File: src/hw/rtl/csl_pkg.sv
`timescale 1ns / 1ps
`default_nettype none

package csl_pkg;

   localparam int WAYS = 4;
   localparam int WAY_W = (WAYS > 1) ? $clog2(WAYS) : 1;

   localparam int TAG_W = 32;
   localparam int STAMP_W = 32;
   localparam int WAY_OUT_W = 6;
   localparam int CYCLES_W = 18;
   localparam int BLOCK_W = 13;
   localparam int CSR_INDEX_W = 2;

   localparam int XFER_WORD_SHIFT = 2;
   localparam int XFER_CYCLES_PER_WORD = 100;

   typedef enum logic [CSR_INDEX_W-1:0] {
      CSR_REPLACE_LRU   = 2'd0,
      CSR_WRITE_THROUGH = 2'd1,
      CSR_BLOCK_BYTES   = 2'd2
   } csr_index_type;

   typedef enum logic [1:0] {
      ST_IDLE,
      ST_LOOKUP,
      ST_UPDATE
   } state_type;

   typedef struct packed {
      logic capture;
      logic lookup;
      logic update;
   } cmd_type;

   typedef struct packed {
      logic                replace_lru;
      logic                write_through;
      logic [BLOCK_W-1:0]  block_bytes;
   } cfg_type;

endpackage

`default_nettype wire

File: src/hw/rtl/csl_ctrl.sv
`timescale 1ns / 1ps
`default_nettype none

module csl_ctrl
   import csl_pkg::*;
(
   input  wire logic    clock,
   input  wire logic    reset,
   input  wire logic    start,
   output logic         busy,
   output cmd_type      cmd
);

   state_type state_ff;
   state_type state_in;

   always_ff @(posedge clock) begin
      if (reset) begin
         state_ff <= ST_IDLE;
      end else begin
         state_ff <= state_in;
      end
   end

   always_comb begin
      state_in = state_ff;
      case (state_ff)
         ST_IDLE: begin
            if (start) begin
               state_in = ST_LOOKUP;
            end
         end
         ST_LOOKUP: begin
            state_in = ST_UPDATE;
         end
         ST_UPDATE: begin
            // The next access may enter while this one commits its update.
            state_in = start ? ST_LOOKUP : ST_IDLE;
         end
         default: begin
            state_in = ST_IDLE;
         end
      endcase
   end

   always_comb begin
      busy        = 1'b0;
      cmd.lookup  = 1'b0;
      cmd.update  = 1'b0;
      case (state_ff)
         ST_IDLE: begin
         end
         ST_LOOKUP: begin
            busy       = 1'b1;
            cmd.lookup = 1'b1;
         end
         ST_UPDATE: begin
            cmd.update = 1'b1;
         end
         default: begin
         end
      endcase
      cmd.capture = start && !busy;
   end

endmodule

`default_nettype wire

File: src/hw/rtl/csl_datapath.sv
`timescale 1ns / 1ps
`default_nettype none

module csl_datapath
   import csl_pkg::*;
(
   input  wire logic                  clock,
   input  wire logic                  reset,
   input  wire cmd_type               cmd,
   input  wire cfg_type               cfg,
   input  wire logic [TAG_W-1:0]      req_tag,
   input  wire logic [STAMP_W-1:0]    req_time_now,
   input  wire logic                  req_is_store,
   output logic                       rsp_valid,
   output logic                       rsp_hit,
   output logic [WAY_OUT_W-1:0]       rsp_way_used,
   output logic                       rsp_wrote_back,
   output logic [CYCLES_W-1:0]        rsp_mem_cycles
);

   localparam int XFER_W = CYCLES_W;

   // Per-way state.
   logic [WAYS-1:0]     valid_ff;
   logic [WAYS-1:0]     dirty_ff;
   logic [TAG_W-1:0]    tag_ff   [WAYS];
   logic [STAMP_W-1:0]  stamp_ff [WAYS];

   // Captured access.
   logic [TAG_W-1:0]    acc_tag_ff;
   logic [STAMP_W-1:0]  acc_now_ff;
   logic                acc_store_ff;

   // Lookup results.
   logic                hit_ff;
   logic [WAY_W-1:0]    way_ff;

   // Result registers.
   logic                rsp_valid_ff;
   logic                rsp_hit_ff;
   logic [WAY_W-1:0]    rsp_way_ff;
   logic                rsp_wb_ff;
   logic [CYCLES_W-1:0] rsp_cycles_ff;

   logic                hit_any;
   logic [WAY_W-1:0]    hit_idx;
   logic                inv_any;
   logic [WAY_W-1:0]    inv_idx;
   logic [WAY_W-1:0]    old_idx;
   logic [WAY_W-1:0]    way_in;

   logic                mark_dirty;
   logic                wb;
   logic [XFER_W-1:0]   xfer;
   logic [CYCLES_W:0]   cycles_sum;
   logic [CYCLES_W-1:0] cycles;

   always_ff @(posedge clock) begin
      if (cmd.capture) begin
         acc_tag_ff   <= req_tag;
         acc_now_ff   <= req_time_now;
         acc_store_ff <= req_is_store;
      end
   end

   // Tag compare, first invalid way and oldest valid way, lowest index first.
   always_comb begin
      hit_any = 1'b0;
      hit_idx = '0;
      inv_any = 1'b0;
      inv_idx = '0;
      old_idx = '0;
      for (int i = WAYS - 1; i >= 0; i--) begin
         if (valid_ff[i] && (tag_ff[i] == acc_tag_ff)) begin
            hit_any = 1'b1;
            hit_idx = WAY_W'(i);
         end
         if (!valid_ff[i]) begin
            inv_any = 1'b1;
            inv_idx = WAY_W'(i);
         end
      end
      for (int i = 1; i < WAYS; i++) begin
         if (stamp_ff[i] < stamp_ff[old_idx]) begin
            old_idx = WAY_W'(i);
         end
      end
      if (hit_any) begin
         way_in = hit_idx;
      end else if (inv_any) begin
         way_in = inv_idx;
      end else begin
         way_in = old_idx;
      end
   end

   always_ff @(posedge clock) begin
      if (cmd.lookup) begin
         hit_ff <= hit_any;
         way_ff <= way_in;
      end
   end

   always_comb begin
      mark_dirty = acc_store_ff && !cfg.write_through;
      wb         = valid_ff[way_ff] && dirty_ff[way_ff] && !cfg.write_through;
      xfer       = XFER_W'(cfg.block_bytes >> XFER_WORD_SHIFT) *
                   XFER_W'(XFER_CYCLES_PER_WORD);
      // A write-back doubles the charge, which can pass the field range and then saturates.
      cycles_sum = wb ? ({1'b0, xfer} + {1'b0, xfer}) : {1'b0, xfer};
      cycles     = cycles_sum[CYCLES_W] ? '1 : cycles_sum[CYCLES_W-1:0];
   end

   always_ff @(posedge clock) begin
      if (reset) begin
         valid_ff <= '0;
         dirty_ff <= '0;
         for (int i = 0; i < WAYS; i++) begin
            stamp_ff[i] <= '0;
         end
      end else if (cmd.update) begin
         if (hit_ff) begin
            if (cfg.replace_lru) begin
               stamp_ff[way_ff] <= acc_now_ff;
            end
            if (mark_dirty) begin
               dirty_ff[way_ff] <= 1'b1;
            end
         end else begin
            stamp_ff[way_ff] <= acc_now_ff;
            valid_ff[way_ff] <= 1'b1;
            dirty_ff[way_ff] <= mark_dirty;
         end
      end
   end

   always_ff @(posedge clock) begin
      if (cmd.update && !hit_ff) begin
         tag_ff[way_ff] <= acc_tag_ff;
      end
   end

   always_ff @(posedge clock) begin
      if (reset) begin
         rsp_valid_ff <= 1'b0;
      end else begin
         rsp_valid_ff <= cmd.update;
      end
   end

   always_ff @(posedge clock) begin
      if (cmd.update) begin
         rsp_hit_ff    <= hit_ff;
         rsp_way_ff    <= way_ff;
         rsp_wb_ff     <= !hit_ff && wb;
         rsp_cycles_ff <= hit_ff ? '0 : cycles;
      end
   end

   assign rsp_valid      = rsp_valid_ff;
   assign rsp_hit        = rsp_hit_ff;
   assign rsp_way_used   = WAY_OUT_W'(rsp_way_ff);
   assign rsp_wrote_back = rsp_wb_ff;
   assign rsp_mem_cycles = rsp_cycles_ff;

   a_rsp_follows_update : assert property (@(posedge clock) disable iff (reset)
      rsp_valid_ff |-> $past(cmd.update))
      else $error("response beat without a preceding update");

   a_hit_is_free : assert property (@(posedge clock) disable iff (reset)
      (rsp_valid_ff && rsp_hit_ff) |-> (rsp_cycles_ff == '0 && !rsp_wb_ff))
      else $error("hit charged memory cycles or a write-back");

   a_used_way_valid : assert property (@(posedge clock) disable iff (reset)
      rsp_valid_ff |-> valid_ff[rsp_way_ff])
      else $error("reported way is not valid after the access");

   a_wb_costs_two : assert property (@(posedge clock) disable iff (reset)
      (rsp_valid_ff && rsp_wb_ff) |-> (rsp_cycles_ff[0] == 1'b0 || rsp_cycles_ff == '1))
      else $error("write-back charge is not two equal transfers");

endmodule

`default_nettype wire

File: src/hw/rtl/cache_set_lookup_replace.sv
`timescale 1ns / 1ps
`default_nettype none

// One set of a set-associative cache with LRU or FIFO replacement.
// Access channel: drive req_tag, req_time_now and req_is_store with start
// high; the access is taken at a rising edge where start is high and busy is
// low. Each access returns one response beat: rsp_valid is high for exactly
// one cycle with rsp_hit, rsp_way_used, rsp_wrote_back and rsp_mem_cycles.
// The response beat follows the lookup state, which registers the parallel
// tag compare and victim choice, and the update state. A new access may be
// accepted in the update state of the previous one, as busy is high only in
// the compare state; the update of one access and the capture of the next
// share an edge. The receiver cannot stall, and the beat is not held for it.
// Configuration: csr_valid/csr_ready write csr_wdata into register csr_index
// (0 replace_lru, 1 write_through, 2 block_bytes); csr_ready is always high.
// Write only while no access is in flight.
// Reset (synchronous, active high) clears all valid, dirty and stamp state,
// returns to idle and loads replace_lru=1, write_through=0, block_bytes=16.
module cache_set_lookup_replace
   import csl_pkg::*;
(
   input  wire logic                  clock,
   input  wire logic                  reset,
   input  wire logic                  start,
   output logic                       busy,
   input  wire logic [TAG_W-1:0]      req_tag,
   input  wire logic [STAMP_W-1:0]    req_time_now,
   input  wire logic                  req_is_store,
   output logic                       rsp_valid,
   output logic                       rsp_hit,
   output logic [WAY_OUT_W-1:0]       rsp_way_used,
   output logic                       rsp_wrote_back,
   output logic [CYCLES_W-1:0]        rsp_mem_cycles,
   input  wire logic                  csr_valid,
   output logic                       csr_ready,
   input  wire logic [CSR_INDEX_W-1:0] csr_index,
   input  wire logic [BLOCK_W-1:0]    csr_wdata
);

   cfg_type cfg_ff;
   cmd_type cmd;

   assign csr_ready = 1'b1;

   always_ff @(posedge clock) begin
      if (reset) begin
         cfg_ff.replace_lru   <= 1'b1;
         cfg_ff.write_through <= 1'b0;
         cfg_ff.block_bytes   <= BLOCK_W'(16);
      end else if (csr_valid && csr_ready) begin
         case (csr_index)
            CSR_REPLACE_LRU:   cfg_ff.replace_lru   <= csr_wdata[0];
            CSR_WRITE_THROUGH: cfg_ff.write_through <= csr_wdata[0];
            CSR_BLOCK_BYTES:   cfg_ff.block_bytes   <= csr_wdata;
            default: begin
            end
         endcase
      end
   end

   csl_ctrl u_ctrl (
      .clock (clock),
      .reset (reset),
      .start (start),
      .busy  (busy),
      .cmd   (cmd)
   );

   csl_datapath u_datapath (
      .clock          (clock),
      .reset          (reset),
      .cmd            (cmd),
      .cfg            (cfg_ff),
      .req_tag        (req_tag),
      .req_time_now   (req_time_now),
      .req_is_store   (req_is_store),
      .rsp_valid      (rsp_valid),
      .rsp_hit        (rsp_hit),
      .rsp_way_used   (rsp_way_used),
      .rsp_wrote_back (rsp_wrote_back),
      .rsp_mem_cycles (rsp_mem_cycles)
   );

endmodule

`default_nettype wire
File: config.mk
export PLATFORM = sky130hd
export DESIGN_NAME = cache_set_lookup_replace
export DESIGN_NICKNAME = d
export VERILOG_FILES = /design/src/hw/rtl/csl_pkg.sv /design/src/hw/rtl/csl_ctrl.sv /design/src/hw/rtl/csl_datapath.sv /design/src/hw/rtl/cache_set_lookup_replace.sv
export SDC_FILE = /design/constraint.sdc
export NUM_CORES = 1
export LEC_CHECK = 0
export ABC_AREA = 1
export BUFFER_PORTS_ARGS = -buffer_cell sky130_fd_sc_hd__buf_2
export CAP_MARGIN = 20
export CORE_MARGIN = 3
export CORE_UTILIZATION = 40
export CTS_BUF_LIST = sky130_fd_sc_hd__clkbuf_4 sky130_fd_sc_hd__clkbuf_8
export DETAILED_ROUTE_END_ITERATION = 16
export GPL_TIMING_DRIVEN = 0
export PLACE_DENSITY = 0.66
export SYNTH_ARGS = -nofsm -noshare
export SYNTH_HDL_FRONTEND = slang
export SYNTH_SLANG_ARGS = --single-unit
File: constraint.sdc
create_clock -name clock -period 6.4 [get_ports clock]
set_clock_uncertainty 0.05 [all_clocks]
set_input_delay 0.64 -clock clock [delete_from_list [all_inputs] [get_ports clock]]
set_output_delay 0.64 -clock clock [all_outputs]
set_load 0.02 [all_outputs]
==> results.yml <==
place:
  port_buffers: 105
  dp_hpwl_mm: 36.3
  gp_congestion: 0.875
critical_path:
  critPathKind: "flip-flop to flip-flop"
  cp-start-kind: "flip-flop"
  cp_common_cell: "nand2_1"
  crit_arrival_ps: 6290
  worstPathRequired_ps: 6840
  path_max_fanout: 10
  setup.worst_path.end_class: "flip-flop"
  cp_slowest_cell: "or4_1"
  max_stage_delay_ps: 500
clock_tree:
  cts-root-buf: "clkbuf_8"
  clk_path_buf_depth: 3
  cts.sinks: 369
  cts_tree: "done"
  hold_buffers: 0
  cts-htree-levels: 3
  clk_latency_ps: 620
  cts_made_buffers: 68
  cts.clk_slew.worst_paths_ps: 60
logic_synthesis:
  ys_async_sr_fraction_pct: 0
  yosys.area.top_type: "edfxtp_1"
  synth-edff-count: 345
  synthTopCellsByArea: "edfxtp_1 (55%), ha_1 (8.8%), nand2_1 (5.8%), inv_1 (4.9%), nor2_1 (4.9%)"
  synthCells: 1796
  yosysWarnings: 0
  syn_area_per_cell_um2: 10.4
  syn_area_mm2: 0.0187
  synth-seq-cells: 369
  synth_cell_types: 49
  synth_ff_type: "edfxtp_1"
  ys_seq_area_share_pct: 58.0
  synth_top_area_share_pct: 55.4
timing:
  slew_headroom_pct: 40.3
  fin_setup_tns_ps: 0
  post-route-period-util_pct: 91.4
  maxSlewViolCount: 0
  whs_ps: 138
  fmax_ghz: 0.171
  hold_viol: 0
  setup_violations: 0
  timing.final.crit_period_ps: 5850
  worst_slew_pin_slew_ps: 896
floorplanning:
  core.rowCount: 78
  num_io_pins: 113
  coreArea_mm2: 0.0458
  die_h_um: 222
  start_util_pct: 40.8
  die_area_mm2: 0.0494
  die_w_um: 222
route:
  viasPerCell: 5.09
  drt_iter0_markers: 878
  totalWireLength_mm: 47.6
  ant_nets: 0
  routedWlPerCell_um: 18.0
  drc_errors: 0
  via_count: 13471
  dr.pass1.iters: 5
worst_hold_path:
  hold_class: "input pin to flip-flop"
flow_run:
  max_cap_violations: 0
finish:
  drive_gt1_share_pct: 14.5
  areaGrowthSynthToFinish_pct: 16.6
  nets: 2210
  fill_cells: 4229
global_route:
  grt_max_degree: 33
  gr-usage-all-layers_pct: 19.3
  grt_pass1_wl_mm: 73.7
  grt_overflow_total: 0
  first_global_vias: 13616
  antenna_found_initial: 2
run_status:
  outcome: "complete, no violations"
power:
  peakVddDrop_mv: 0.167
  p_leak_nw: 9.17
  powerDensity_mw_per_mm2: 264
## worst max-delay path: cells and delay by family, from the launching register on
kind                       cells  cell delay, ps
adders and majority gates      3             960
AOI/OAI and AO/OA              9            1510
and+or+nand+nor               16            2330
buffers and inverters          2             490
DFF                            1             380
## kinds of logic (layout without fill, tap and decap cells)
group           Yosys count  in the layout  share of synthesized area (%)
compound gates          213            213                           6.66
xor+xnor                 56             56                           2.62
fa+ha+maj               137            137                           9.41
buf+inv                 291            535                           5.97
flops                   369            369                           58.0
other cells               2              6                         0.0402
simple gates            728            728                           17.3
## Yosys cell counts (all sizes together), types with 2 or more instances
cell type  instances
o22ai              3
ha               131
nor3b              4
or2               20
clkbuf            33
conb               2
nor3              25
nor4              40
a21oi             62
nand3             41
o21ai            103
clkinv             3
fa                 6
edfxtp           345
o21bai             3
xnor2             28
o2111ai            6
nor4b              9
o221ai            13
nand2            291
nor2             245
buf                9
inv              246
nand4             30
o221a              6
or4                2
a211oi             7
o211ai             4
nand3b            16
xor2              28
dfxtp             24
or3b               3
## power breakdown
group | internal [mW] | total, mW | switching (mW)
clock | 1.35 | 2.34 | 0.990
combinational | 0.229 | 0.636 | 0.407
sequential | 2.72 | 2.78 | 0.0619
total | 4.30 | 5.76 | 1.46
## area by class of cell
cell class | instances | area [µm²] | share of cell area (%)
plain buffers | 41 | 198 | 0.907
repair buffers | 121 | 803 | 3.69
flip-flops and latches | 369 | 10800 | 49.7
well taps | 600 | 751 | 3.44
clock buffers | 95 | 1180 | 5.40
inverters | 249 | 935 | 4.29
multi-input cells | 1139 | 6850 | 31.4
clock inverters | 29 | 236 | 1.09
diodes | 1 | 2.50 | 0.0115
## flip-flops by register name, indices dropped and copies added (netlist names)
| signal | flops |
|---|---|
| u_datapath.stamp_ff | 128 |
| u_datapath.tag_ff | 128 |
| u_datapath.acc_now_ff | 32 |
| u_datapath.acc_tag_ff | 32 |
| u_datapath.rsp_mem_cycles | 17 |
| cfg_ff | 13 |
| u_datapath.dirty_ff | 4 |
| u_datapath.valid_ff | 4 |
| u_ctrl.state_ff | 2 |
| u_datapath.rsp_way_ff | 2 |
| u_datapath.way_ff | 2 |
| u_datapath.acc_store_ff | 1 |
| u_datapath.hit_ff | 1 |
| u_datapath.rsp_hit | 1 |
| u_datapath.rsp_valid | 1 |
| u_datapath.rsp_wrote_back | 1 |
## metrics by stage
step	std cells	power [mW]	area [µm²]	util [%]	setup WS, ps
finish	2644	5.76	21800	47.6	553
global route	2644	6.04	21800	47.6	-8.61
CTS	2639	5.81	21700	47.5	45.7
detailed placement	2516	3.45	20300	44.4	-306
global placement	2504	3.42	20000	43.6	-532
floorplan	1799	3.22	18700	-	1400
## what timing repair did
item / 4_1_cts / 5_1_grt
pin swaps: 0 / 1
gates resized for setup: 5 / 24
endpoints found under the hold margin: 0 / 0
setup buffers: 0 / 3
gates cloned: 0 / 0
endpoints found under the setup margin: 2 / 2
## routing by layer
metal,up-vias,GRT usage [%],wire (µm)
met5,-,0,13
met4,2,8.11,1800
met3,116,3.76,2450
met2,393,33.3,23500
met1,6365,23.6,19800
li1,6595,-,-
## cells in the final DEF, fill, tap and decap left out, types with 20 or more instances in the layout
cell / count
edfxtp_1: 345
nand2_1: 286
inv_1: 246
nor2_1: 237
ha_1: 131
buf_2: 109
o21ai_0: 96
clkbuf_8: 74
a21oi_1: 60
nand3_1: 40
nor4_1: 39
nand4_1: 30
xor2_1: 28
xnor2_1: 28
nor3_1: 24
clkbuf_4: 24
dfxtp_1: 24
clkbuf_1: 23
or2_2: 20
clkinv_1: 20
## final timing paths
kind	endpoint	startpoint	cells past startpoint	slack (ps)
worst max register to register	u_datapath.way_ff[0]$_DFFE_PP_	u_datapath.stamp_ff[1][25]$_SDFFCE_PN0P_	30	550
worst max-delay path	u_datapath.way_ff[0]$_DFFE_PP_	u_datapath.stamp_ff[1][25]$_SDFFCE_PN0P_	30	550
worst min-delay path	u_datapath.acc_now_ff[16]$_DFFE_PP_	req_time_now[16]	1	140
worst min register to register	u_ctrl.state_ff[0]$_SDFFE_PP0P_	u_ctrl.state_ff[0]$_SDFFE_PP0P_	1	420
(Power assumes the default switching activity.)
